File: src/rtl/lerf_pkg.sv
// Shared types, character codes and echo-sequence helpers for the line-edit receive FIFO.
// Used by the controller, the datapath and the top level; depends on nothing.
package lerf_pkg;

	// default ring depth (one slot stays free, so it holds depth-1 bytes)
	localparam int FIFO_DEPTH_DEF = 128;

	// character codes
	localparam logic [7:0] CH_BS     = 8'h08;
	localparam logic [7:0] CH_LF     = 8'h0A;
	localparam logic [7:0] CH_CR     = 8'h0D;
	localparam logic [7:0] CH_FS     = 8'h1C;
	localparam logic [7:0] CH_SPACE  = 8'h20;
	localparam logic [7:0] CH_BANG   = 8'h21;
	localparam logic [7:0] CH_DIGIT0 = 8'h30;
	localparam logic [7:0] CH_AT     = 8'h40;
	localparam logic [7:0] CH_BSLASH = 8'h5C;
	localparam logic [7:0] CH_CARET  = 8'h5E;
	localparam logic [7:0] CH_DEL    = 8'h7F;

	// input operation codes
	localparam logic OP_RECEIVE = 1'b0;
	localparam logic OP_REMOVE  = 1'b1;

	// result kind codes
	typedef enum logic [1:0] {
		KIND_ECHO    = 2'd0,
		KIND_REMOVED = 2'd1,
		KIND_STATUS  = 2'd2
	} kind_t;

	// result sequence emitted for one input word
	typedef enum logic [2:0] {
		SEQ_STATUS,
		SEQ_CHAR,
		SEQ_CRLF,
		SEQ_CARET,
		SEQ_ERASE_CTL,
		SEQ_ERASE_ONE,
		SEQ_REMOVED,
		SEQ_BANG
	} seq_t;

	// which pointer addresses the store read
	typedef enum logic {
		RD_HEAD,
		RD_TAIL_PREV
	} rd_sel_t;

	// controller to datapath commands
	typedef struct packed {
		logic       rd_en;
		rd_sel_t    rd_sel;
		logic       push;
		logic       pop;
		logic       unpush;
		logic       fix_nl;
		logic [7:0] wr_byte;
	} dp_cmd_t;

	// datapath to controller status
	typedef struct packed {
		logic       empty;
		logic       full;
		logic       has_nl;
		logic [7:0] rd_data;
	} dp_stat_t;

	// index of the final word of a sequence
	function automatic logic [2:0] seq_last(input seq_t seq);
		logic [2:0] r;
		case (seq)
			SEQ_CRLF, SEQ_CARET: r = 3'd1;
			SEQ_ERASE_CTL:       r = 3'd5;
			SEQ_ERASE_ONE:       r = 3'd2;
			default:             r = 3'd0;
		endcase
		return r;
	endfunction

	function automatic kind_t seq_kind(input seq_t seq);
		kind_t r;
		case (seq)
			SEQ_REMOVED, SEQ_BANG: r = KIND_REMOVED;
			SEQ_STATUS:            r = KIND_STATUS;
			default:               r = KIND_ECHO;
		endcase
		return r;
	endfunction

	// byte at position idx of a sequence; ch is the received or removed byte
	function automatic logic [7:0] seq_byte(input seq_t seq, input logic [2:0] idx,
		input logic [7:0] ch);
		logic [7:0] r;
		logic [7:0] caret_b;
		if (ch == 8'h00) begin
			caret_b = CH_DIGIT0;
		end else if (ch == CH_FS) begin
			caret_b = CH_BSLASH;
		end else begin
			caret_b = CH_AT + ch;
		end
		case (seq)
			SEQ_CHAR, SEQ_REMOVED: r = ch;
			SEQ_BANG:              r = CH_BANG;
			SEQ_CRLF:              r = (idx == 3'd0) ? CH_CR : CH_LF;
			SEQ_CARET:             r = (idx == 3'd0) ? CH_CARET : caret_b;
			SEQ_ERASE_CTL:         r = (idx == 3'd2 || idx == 3'd3) ? CH_SPACE : CH_BS;
			SEQ_ERASE_ONE:         r = (idx == 3'd1) ? CH_SPACE : CH_BS;
			default:               r = 8'h00;
		endcase
		return r;
	endfunction

endpackage

File: src/rtl/line_edit_rx_fifo_core.sv
// Line-edit receive FIFO: each word is accepted and decided, the store is read once for a
// remove or erase, then one result word per cycle is stepped out, up to six; start is taken
// again the cycle after the last result. The first result follows S_DECIDE, or S_POP/S_UNPUSH.
// Result words are strobed for one cycle each; the receiver cannot stall.
// Reset clears the pointers (FIFO empty), sets echo on, and idles the controller.
// The character store is not cleared; only occupied entries are ever read.
module line_edit_rx_fifo_core #(
	parameter int FIFO_DEPTH = lerf_pkg::FIFO_DEPTH_DEF
) (
	input  logic       clk,
	input  logic       arst_n,
	input  logic       start,
	output logic       busy,
	input  logic       op,
	input  logic [7:0] rx_byte,
	input  logic       cfg_we,
	input  logic       cfg_wdata,
	output logic       result_strobe,
	output logic [7:0] out_byte,
	output logic [1:0] kind,
	output logic       last,
	output logic       is_empty,
	output logic       is_full,
	output logic       has_newline
);
	import lerf_pkg::*;

	dp_cmd_t  cmd;
	dp_stat_t stat;

	lerf_ctrl u_ctrl (
		.clk           (clk),
		.arst_n        (arst_n),
		.start         (start),
		.op            (op),
		.rx_byte       (rx_byte),
		.cfg_we        (cfg_we),
		.cfg_wdata     (cfg_wdata),
		.stat          (stat),
		.cmd           (cmd),
		.busy          (busy),
		.result_strobe (result_strobe),
		.out_byte      (out_byte),
		.kind          (kind),
		.last          (last)
	);

	lerf_dpath #(
		.FIFO_DEPTH (FIFO_DEPTH)
	) u_dpath (
		.clk    (clk),
		.arst_n (arst_n),
		.cmd    (cmd),
		.stat   (stat)
	);

	// status reflects the FIFO after the whole word is applied
	assign is_empty    = stat.empty;
	assign is_full     = stat.full;
	assign has_newline = stat.has_nl;

endmodule

File: src/rtl/lerf_dpath.sv
// Datapath: character store with registered read, head/tail/newline pointers, status flags.
// Depends on lerf_pkg for the command and status structs.
module lerf_dpath #(
	parameter int FIFO_DEPTH = lerf_pkg::FIFO_DEPTH_DEF
) (
	input  logic               clk,
	input  logic               arst_n,
	input  lerf_pkg::dp_cmd_t  cmd,
	output lerf_pkg::dp_stat_t stat
);
	import lerf_pkg::*;

	localparam int PW = $clog2(FIFO_DEPTH);
	localparam logic [PW-1:0] PTR_LAST = PW'(FIFO_DEPTH - 1);

	logic [7:0]    mem [FIFO_DEPTH];
	logic [7:0]    rd_q;
	logic [PW-1:0] head_q, tail_q, nl_q;
	logic [PW-1:0] head_nx, tail_nx, tail_pv, rd_addr;
	logic          empty, full;

	// ring neighbors
	assign head_nx = (head_q == PTR_LAST) ? '0 : head_q + 1'b1;
	assign tail_nx = (tail_q == PTR_LAST) ? '0 : tail_q + 1'b1;
	assign tail_pv = (tail_q == '0) ? PTR_LAST : tail_q - 1'b1;
	assign rd_addr = (cmd.rd_sel == RD_HEAD) ? head_q : tail_pv;

	assign empty = (head_q == tail_q);
	assign full  = (tail_nx == head_q);

	assign stat.empty   = empty;
	assign stat.full    = full;
	assign stat.has_nl  = !empty && (nl_q != tail_q);
	assign stat.rd_data = rd_q;

	// store write and registered read
	always_ff @(posedge clk) begin
		if (cmd.push && !full) begin
			mem[tail_q] <= cmd.wr_byte;
		end
		if (cmd.rd_en) begin
			rd_q <= mem[rd_addr];
		end
	end

	// advance or step back the pointers
	always_ff @(posedge clk or negedge arst_n) begin
		if (!arst_n) begin
			head_q <= '0;
			tail_q <= '0;
			nl_q   <= '0;
		end else if (cmd.push) begin
			if (!full) begin
				if (cmd.wr_byte == CH_LF) begin
					nl_q <= tail_q;
				end else if (nl_q == tail_q) begin
					nl_q <= tail_nx;
				end
				tail_q <= tail_nx;
			end
		end else if (cmd.pop) begin
			if (nl_q == head_q) begin
				nl_q <= tail_q;
			end
			head_q <= head_nx;
		end else if (cmd.unpush) begin
			if (nl_q == tail_q) begin
				nl_q <= tail_pv;
			end
			tail_q <= tail_pv;
		end else if (cmd.fix_nl) begin
			// erasing over a newline keeps it; the newline mark lands on it
			nl_q <= tail_pv;
		end
	end

endmodule

File: src/rtl/lerf_ctrl.sv
// Controller: accepts a word, decides the FIFO action, then steps out the result sequence.
// Depends on lerf_pkg for command/status structs, sequence codes and helper functions.
module lerf_ctrl (
	input  logic               clk,
	input  logic               arst_n,
	input  logic               start,
	input  logic               op,
	input  logic [7:0]         rx_byte,
	input  logic               cfg_we,
	input  logic               cfg_wdata,
	input  lerf_pkg::dp_stat_t stat,
	output lerf_pkg::dp_cmd_t  cmd,
	output logic               busy,
	output logic               result_strobe,
	output logic [7:0]         out_byte,
	output logic [1:0]         kind,
	output logic               last
);
	import lerf_pkg::*;

	typedef enum logic [2:0] {
		S_IDLE,
		S_DECIDE,
		S_POP,
		S_UNPUSH,
		S_EMIT
	} state_t;

	state_t     state_q;
	logic       op_q;
	logic [7:0] byte_q;
	logic       echo_q;
	seq_t       seq_q;
	logic [2:0] idx_q;
	logic       is_erase;
	logic       rd_is_lf;

	assign is_erase = (byte_q == CH_BS) || (byte_q == CH_DEL);
	assign rd_is_lf = (stat.rd_data == CH_LF);

	// state and result-sequence registers
	always_ff @(posedge clk or negedge arst_n) begin
		if (!arst_n) begin
			state_q <= S_IDLE;
			op_q    <= OP_RECEIVE;
			byte_q  <= '0;
			echo_q  <= 1'b1;
			seq_q   <= SEQ_STATUS;
			idx_q   <= '0;
		end else begin
			if (cfg_we) begin
				echo_q <= cfg_wdata;
			end
			case (state_q)
				S_IDLE: begin
					if (start) begin
						op_q    <= op;
						byte_q  <= (rx_byte == CH_CR) ? CH_LF : rx_byte;
						state_q <= S_DECIDE;
					end
				end
				S_DECIDE: begin
					idx_q <= '0;
					if (op_q == OP_REMOVE) begin
						if (stat.empty) begin
							seq_q   <= SEQ_BANG;
							state_q <= S_EMIT;
						end else begin
							state_q <= S_POP;
						end
					end else if (!echo_q) begin
						seq_q   <= SEQ_STATUS;
						state_q <= S_EMIT;
					end else if (is_erase) begin
						if (stat.empty) begin
							seq_q   <= SEQ_STATUS;
							state_q <= S_EMIT;
						end else begin
							state_q <= S_UNPUSH;
						end
					end else begin
						if (byte_q == CH_LF) begin
							seq_q <= SEQ_CRLF;
						end else if (byte_q < CH_SPACE) begin
							seq_q <= SEQ_CARET;
						end else begin
							seq_q <= SEQ_CHAR;
						end
						state_q <= S_EMIT;
					end
				end
				S_POP: begin
					byte_q  <= stat.rd_data;
					seq_q   <= SEQ_REMOVED;
					state_q <= S_EMIT;
				end
				S_UNPUSH: begin
					if (rd_is_lf) begin
						seq_q <= SEQ_STATUS;
					end else if (stat.rd_data < CH_SPACE) begin
						seq_q <= SEQ_ERASE_CTL;
					end else begin
						seq_q <= SEQ_ERASE_ONE;
					end
					state_q <= S_EMIT;
				end
				S_EMIT: begin
					if (idx_q == seq_last(seq_q)) begin
						state_q <= S_IDLE;
					end else begin
						idx_q <= idx_q + 3'd1;
					end
				end
				default: begin
					state_q <= S_IDLE;
				end
			endcase
		end
	end

	// drive datapath commands
	always_comb begin
		cmd         = '0;
		cmd.rd_sel  = RD_HEAD;
		cmd.wr_byte = byte_q;
		case (state_q)
			S_DECIDE: begin
				if (op_q == OP_REMOVE) begin
					cmd.rd_en = !stat.empty;
				end else if (!echo_q) begin
					cmd.push = 1'b1;
				end else if (is_erase) begin
					cmd.rd_en  = !stat.empty;
					cmd.rd_sel = RD_TAIL_PREV;
				end else begin
					cmd.push = 1'b1;
				end
			end
			S_POP: begin
				cmd.pop = 1'b1;
			end
			S_UNPUSH: begin
				cmd.fix_nl = rd_is_lf;
				cmd.unpush = !rd_is_lf;
			end
			default: begin
				cmd.rd_en = 1'b0;
			end
		endcase
	end

	// result word from the current sequence position
	assign busy          = (state_q != S_IDLE);
	assign result_strobe = (state_q == S_EMIT);
	assign out_byte      = seq_byte(seq_q, idx_q, byte_q);
	assign kind          = seq_kind(seq_q);
	assign last          = (idx_q == seq_last(seq_q));

endmodule

File: config.mk
export PLATFORM = sky130hd
export DESIGN_NAME = line_edit_rx_fifo_core
export DESIGN_NICKNAME = d
export VERILOG_FILES = /design/src/rtl/lerf_pkg.sv /design/src/rtl/line_edit_rx_fifo_core.sv /design/src/rtl/lerf_dpath.sv /design/src/rtl/lerf_ctrl.sv
export SDC_FILE = /design/constraint.sdc
export NUM_CORES = 2
export LEC_CHECK = 0
export BUFFER_PORTS_ARGS = -buffer_cell sky130_fd_sc_hd__buf_2
export CAP_MARGIN = 20
export CORE_ASPECT_RATIO = 1.4
export CORE_MARGIN = 2
export CORE_UTILIZATION = 57
export DETAILED_ROUTE_END_ITERATION = 8
export PLACE_DENSITY = 0.87
export REMOVE_ABC_BUFFERS = 1
export SETUP_SLACK_MARGIN = 0.1
export SLEW_MARGIN = 20
export SYNTH_ARGS = -nofsm -noshare
export SYNTH_HDL_FRONTEND = slang
export SYNTH_SLANG_ARGS = --single-unit
File: constraint.sdc
create_clock -name clk -period 4.9 [get_ports clk]
set_input_delay 0.735 -clock clk [delete_from_list [all_inputs] [get_ports clk]]
set_output_delay 0.735 -clock clk [all_outputs]
set_load 0.01 [all_outputs]
# [After elaboration in Yosys (flattened, before gate mapping)]
# Memories as Yosys holds them, arrays and structs flattened. A register that Yosys moved wholly into a read port is not among the register bits.
# Index checks and enable logic that the tools add are counted.
[word_totals] inputBits=14 output_inout_bits=16 mem_bits_rw=1024 elab_cells=149 memories=1 ff_bits=40
[memory_table] memory="u_dpath.mem" words=128 width=8 rd=1 rd_ports_with_merged_regs=1 write_ports=1 line_no="lerf_dpath.sv:16" source="logic [7:0] mem [FIFO_DEPTH];"
[op_classes] n_eq_ne=39 reduce_logical=30 n_lt_le_gt_ge=2 n_mux=62 n_addsub=5 n_bitwise=1
[op_table] operator="7-bit 2-to-1 mux" n=17
[op_table] operator="3-bit 2-to-1 mux" n=17
[op_table] operator="8-bit case mux with 6 select lines" n=1
[op_table] operator="8-bit 2-to-1 mux" n=5
[op_table] operator="8-bit by 4-bit == test with 1-bit output, second input constant" n=4
[op_table] operator="7-bit == test" n=4
[op_table] operator="3-bit by 2-bit == test with 1-bit output, second input constant" n=6
[op_table] operator="3-bit case mux with 3 select lines" n=2
[op_table] operator="8-bit by 6-bit < comparator with 1-bit output, second input constant" n=2
[op_table] operator="8-bit case mux with 2 select lines" n=1
[op_table] operator="3-bit == test, second input constant" n=5
[op_table] operator="7-bit by 1-bit adder with 7-bit output, second input constant" n=2
[op_table] operator="7-bit == test, second input constant" n=2
[op_table] operator="2-bit 2-to-1 mux" n=6
[op_table] operator="6-bit 2-to-1 mux" n=2
[op_table] operator="3-bit case mux with 4 select lines" n=1
[op_table] operator="2-bit AND reduction" n=5
[op_table] operator="3-bit by 1-bit == test with 1-bit output, second input constant" n=3
[op_table] operator="3-bit logical NOT" n=3
[op_table] operator="7-bit by 8-bit adder with 8-bit output, first input constant" n=1
[op_table] operator="8-bit by 5-bit == test with 1-bit output, second input constant" n=1
[op_table] operator="8-bit by 7-bit == test with 1-bit output, second input constant" n=1
[op_table] operator="8-bit logical NOT" n=1
[op_table] operator="1-bit 2-to-1 mux" n=8
[op_table] operator="24 further kinds" n=39

# [Longest topological paths before layout]
[logic_depth] depth_word=9 mapped_depth=18 mapped_depth_nobuf=12

# [By module]
# A second synthesis with hierarchy kept.
[unflattened] hier_cells=2391 area_unflattened_um2=43439.2
[by_module_without_submodules] module="lerf_dpath" cells_each=2181 seq_area_each_um2=31515.2 n_inst=1 area_per_inst_um2=41741.3
[by_module_without_submodules] module="lerf_ctrl" cells_each=210 seq_area_each_um2=476.7 n_inst=1 area_per_inst_um2=1697.9

# [Least setup slack after synthesis]
# No wires, ideal clock.
[synth_path] path_type="flip-flop to flip-flop" start="register u_ctrl.byte_q[7]" end="memory u_dpath.mem[127][0], enable pin" t_required_ns=4.530 setup_time_ns=0.370 n_path_buf=3 synth_period_minus_slack_ns=5.033 arrival_time_ns=4.663 path_slack_ns=-0.133 path_stages_with_launch=13 cell_sequence="dfrtp_1 > inv_1 > ha_1 > or4b_4 > o22ai_1 > a21oi_1 > nand2_1 > a41o_1 > clkbuf_1 > or2_2 > clkbuf_1 > clkbuf_1 > nor2_1"
[synth_between] elab_chain_cells=9 elab_cells_between_ends=10 cone_classes="eq/ne: 2; mux: 6; reduce/logical: 2"
[synth_lines] element="start: declaration" line_no="lerf_ctrl.sv:31" source="logic [7:0] byte_q;"
[synth_lines] element="start signal: assignment" line_no="lerf_ctrl.sv:58" source="byte_q <= (rx_byte == CH_CR) ? CH_LF : rx_byte;"
[synth_lines] element="start signal: assignment" line_no="lerf_ctrl.sv:93" source="byte_q <= stat.rd_data;"
[synth_lines] element="8-bit by 4-bit == test with 1-bit output / 8-bit by 7-bit == test with 1-bit output (equally long branches)" line_no="lerf_ctrl.sv:38" source="assign is_erase = (byte_q == CH_BS) || (byte_q == CH_DEL);"
[synth_lines] element="1-bit logical OR *" line_no="lerf_ctrl.sv:38"
[synth_lines] element="1-bit 2-to-1 mux *" line_no="lerf_ctrl.sv:132" source="end else if (is_erase) begin"
[synth_lines] element="1-bit 2-to-1 mux *" line_no="lerf_ctrl.sv:130" source="end else if (!echo_q) begin"
[synth_lines] element="2-bit 2-to-1 mux *" line_no="lerf_ctrl.sv:128" source="if (op_q == OP_REMOVE) begin"
[synth_lines] element="2-bit 2-to-1 mux *" line_no="lerf_ctrl.sv:126" source="case (state_q)"
[synth_lines] element="1-bit logical AND *" line_no="lerf_dpath.sv:38" source="if (cmd.push && !full) begin"
[synth_lines] element="1-bit 2-to-1 mux *" line_no="lerf_dpath.sv:38"
[synth_lines] element="1-bit 2-to-1 mux (not written as such) *" line_no="lerf_dpath.sv:39" source="mem[tail_q] <= cmd.wr_byte;"
[synth_lines] element="end: declaration" line_no="lerf_dpath.sv:16"
# Mark *: on every way between the ends. The rest lies on a longest branch, timed or not.

# [Worst setup path after layout]
[layout_path] start="register u_ctrl.byte_q[7]" end="register u_dpath.rd_q[6], read port of u_dpath.mem (data pin)"
[layout_between] elab_chain_cells=7 elab_cells_between_ends=10 cone_classes="eq/ne: 2; mux: 7; reduce/logical: 1"
[layout_lines] element="8-bit by 4-bit == test with 1-bit output / 8-bit by 7-bit == test with 1-bit output (equally long branches)" line_no="lerf_ctrl.sv:38"
[layout_lines] element="1-bit logical OR *" line_no="lerf_ctrl.sv:38"
[layout_lines] element="2-bit 2-to-1 mux *" line_no="lerf_ctrl.sv:132"
[layout_lines] element="2-bit 2-to-1 mux *" line_no="lerf_ctrl.sv:130"
[layout_lines] element="2-bit 2-to-1 mux" line_no="lerf_ctrl.sv:128"
[layout_lines] element="2-bit 2-to-1 mux" line_no="lerf_ctrl.sv:126"
[layout_lines] element="7-bit 2-to-1 mux" line_no="lerf_dpath.sv:26" source="assign rd_addr = (cmd.rd_sel == RD_HEAD) ? head_q : tail_pv;"
[layout_lines] element="end: declaration" line_no="lerf_dpath.sv:17" source="logic [7:0] rd_q;"
# Marked as above.
# A chain may end at the register's enable or synchronous reset.

==> impl_metrics.toml <==
[finish]
final_cell_area_um2 = 49300
fin_cells = 4049
drive_gt1_share_pct = 15.8
final_nets = 3021
fin_util_pct = 64.4
syn2layout_area_growth_pct = 11.8

[logic_synthesis]
synth_top_family_by_area = "multiplexers"
synth-compound-area-share_pct = 7.86
seq_area_frac_synth_pct = 72.5
netlist_instances = 2890
synthAdderAreaFrac_pct = 0.312
yosysWarnings = 0
synth_cell_types = 72
synth_area_um2 = 44100
ys_ff_latch = 1072
synth_simple_gate_area_share_pct = 7.77
synthFlopType = "edfxtp_1"
netlist_top_cells_count = "edfxtp_1 (1,032), nand2_1 (337), mux2i_1 (204)"
synth.area.mux_share_pct = 8.43
yosysMostFrequentCell = "edfxtp_1"
netlist_top_cells_area = "edfxtp_1 (70%), mux2i_1 (4.6%), mux4_2 (3.5%), nand2_1 (2.9%), dfrtp_1 (2.2%)"
synth_area_leader_cell = "edfxtp_1"
synth_edf_count = 1032
synth_top_area_share_pct = 70.3
async_reset_ff_share_pct = 3.73
synth_xor_area_share_pct = 0.894
syn-mean-instance-area_um2 = 15.3

[sta]
slew_violations = 0
layout_setup_ws_ps = -75.5
finalSetupViolations = 1
hold_viol = 0
finClkSkew_ps = 37.7
max_freq_mhz = 201
rsz0062_at_grt = "yes"
period_needed_ps = 4980
timing.final.crit_share_pct = 102
worst-slew-pin-transition_ps = 1340
slew_headroom_pct = 10.8
fin_setup_tns_ps = -75.5

[floorplanning]
die_h_um = 333
start_util_pct = 57.6
fp-row-count = 120
die_w_um = 239
dieArea_um2 = 79700
ios = 30
core_um2 = 76600

[global_route]
antenna_found_initial = 2
grt_pass1_vias = 28838
grt.total_usage_pct = 32.9
grt_overflow_total = 0
grt_max_degree = 102
grt_first_pass_wirelength_um = 190000

[cts]
h-tree-depth = 3
clkLatencyLatePin_ps = 700
clockRootBuffer = "clkbuf_16"
path_clk_slew_ps = 70
cts_buffer_depth = 3
cts_sinks = 1072
tritoncts = "yes"
cts-buffers-inserted = 92

[setup_path]
crit_path_start = "u_ctrl.byte_q[7]"
setup.worst_path.class = "reg -> reg"
crit_fanout = 41
worst_setup_path_end_kind = "register"
critPathLaunchType = "register"
cp.arrival_ps = 5500
crit_required_ps = 5420
cp_slowest_cell = "and2_4"
cpPeakStageDelay_ps = 710
r2r-start = "u_ctrl.byte_q[7]"
crit_chain = "inv_1, ha_1, or4b_4, o22a_2, o21ai_2, and2_4, nand2_1, a31oi_1, o22ai_1, nor4_4, a21oi_1, a22oi_1"

[run_status]
status = "complete, but fails checks"
violations = "setup timing"

[power]
power_switching_share_pct = 36.1
p_int_uw = 18700
leakagePower_uw = 0.0168
p_seq_share_pct = 40.5
pwr-share-clk_pct = 25.5
p_per_area_nw_per_um2 = 594
ir_drop_uv = 408
p_sw_uw = 10600
p_comb_share_pct = 34.0

[placement]
io_buffers = 29
gp_congestion = 0.965
place_area_um2 = 46000
dp_hpwl_um = 77000
place_inst = 3862

[routing]
drc = 0
drt_first_pass_iters = 9
routed_wl_um = 131000
wl_per_cell_um = 32.4
ant_nets = 0
vias = 29123
via_per_inst = 7.19
drtIter0Drc = 4883

[worst_hold_path]
hp-class = "in -> async"

[flow_run]
cap_violations = 0
final timing paths:
| path | slack (ps) | cells after the start | to |
|---|---|---|---|
| max in group asynchronous | 4000 | 1 | u_ctrl.byte_q[5] |
| worst max-delay path | -80 | 12 | u_dpath.rd_q[6] |
| worst min register to register | 590 | 2 | u_ctrl.idx_q[1] |
| worst max register to register | -80 | 12 | u_dpath.rd_q[6] |
| worst min-delay path | 190 | 1 | u_ctrl.state_q[1] |
| min in group clk | 270 | 2 | u_ctrl.op_q |
routing by layer:
layer	track usage [%]	wire length, um	vias to the layer above
met5	0	53	-
met4	26.3	13600	8
met3	11.4	18100	832
met2	51.4	60700	2903
met1	36.7	38700	13902
li1	-	-	11478
power groups by stage:
stage | Combinational [uW] | Sequential [uW] | Clock, uW
6_report | 9970 | 11900 | 7480
5_1_grt | 10200 | 11900 | 7740
4_1_cts | 9290 | 11800 | 7430
3_5_place_dp | 9030 | 12000 | 0
3_3_place_gp | 8640 | 12000 | 0
2_1_floorplan | 4560 | 12700 | 0
state kept, by name, summed over array words and instances (netlist names):
register        cells
u_ctrl.state_q      3
u_dpath.mem      1024
u_ctrl.echo_q       1
u_dpath.head_q      7
u_ctrl.seq_q        3
u_dpath.tail_q      7
u_ctrl.byte_q       8
u_ctrl.op_q         1
u_dpath.rd_q        8
u_ctrl.idx_q        3
u_dpath.nl_q        7
placed cells by master (no fill, tap or decap), types with 12 or more instances in the layout:
| cell type | Yosys | layout |
|---|---|---|
| a211oi_1 | 49 | 48 |
| a21oi_1 | 144 | 139 |
| a311oi_1 | 12 | 12 |
| a31oi_1 | 44 | 42 |
| and3_1 | 47 | 47 |
| buf_12 | 0 | 19 |
| buf_2 | 30 | 29 |
| buf_4 | 17 | 144 |
| clkbuf_1 | 98 | 12 |
| clkbuf_16 | 0 | 97 |
| clkinv_1 | 0 | 14 |
| clkinv_2 | 0 | 20 |
| dfrtp_1 | 39 | 31 |
| edfxtp_1 | 1032 | 1032 |
| inv_1 | 14 | 14 |
| mux2i_1 | 204 | 204 |
| mux4_2 | 69 | 69 |
| nand2_1 | 337 | 335 |
| nand3_1 | 47 | 47 |
| nor2_1 | 188 | 187 |
| nor2b_1 | 12 | 12 |
| nor3_1 | 54 | 50 |
| nor4_1 | 21 | 16 |
| o21ai_0 | 52 | 49 |
| o221ai_1 | 82 | 82 |
| o22ai_1 | 39 | 38 |
| xnor2_1 | 22 | 22 |
| xor2_1 | 23 | 23 |
worst max-delay path: cells and delay by family (launching register included):
kind            cells  cell delay (ps)
compound gates      6             1920
flops               1              470
buf+inv             1              160
simple gates        4             2010
fa+ha+maj           1              210
layout make-up:
type | instances | area, um2
Sequential cell | 1072 | 32000
Fill cell | 4748 | 27300
Multi-Input combinational cell | 1622 | 11300
Clock buffer | 109 | 2470
Timing Repair Buffer | 194 | 1630
Tap cell | 976 | 1220
Clock inverter | 59 | 573
Inverter | 14 | 52.6
Antenna cell | 3 | 7.51
cell families after synthesis:
| kind of cell | Yosys count |
|---|---|
| DFF | 1072 |
| xor gates and xnor gates | 45 |
| muxes | 284 |
| AOI/OAI and AO/OA | 511 |
| adders and majority gates | 11 |
| buffers and inverters | 197 |
| and+or+nand+nor | 770 |
metrics by stage:
stage | setup slack [ps] | hold slack [ps] | total power (uW)
3_5_place_dp | -114 | 561 | 21100
4_1_cts | 176 | 229 | 28600
5_1_grt | -67.5 | 275 | 29800
3_3_place_gp | -74.7 | 526 | 20700
2_1_floorplan | -11840 | 439 | 17200
6_report | -75.5 | 195 | 29300
what timing repair did:
action | in CTS | in global routing
hold buffers | 0 | 0
pin swaps | 2 | 3
setup buffers | 8 | 6
cloned | 1 | 0
setup endpoints to repair | 6 | 8
gates resized for setup | 3 | 14
(Power assumes the default switching activity.)
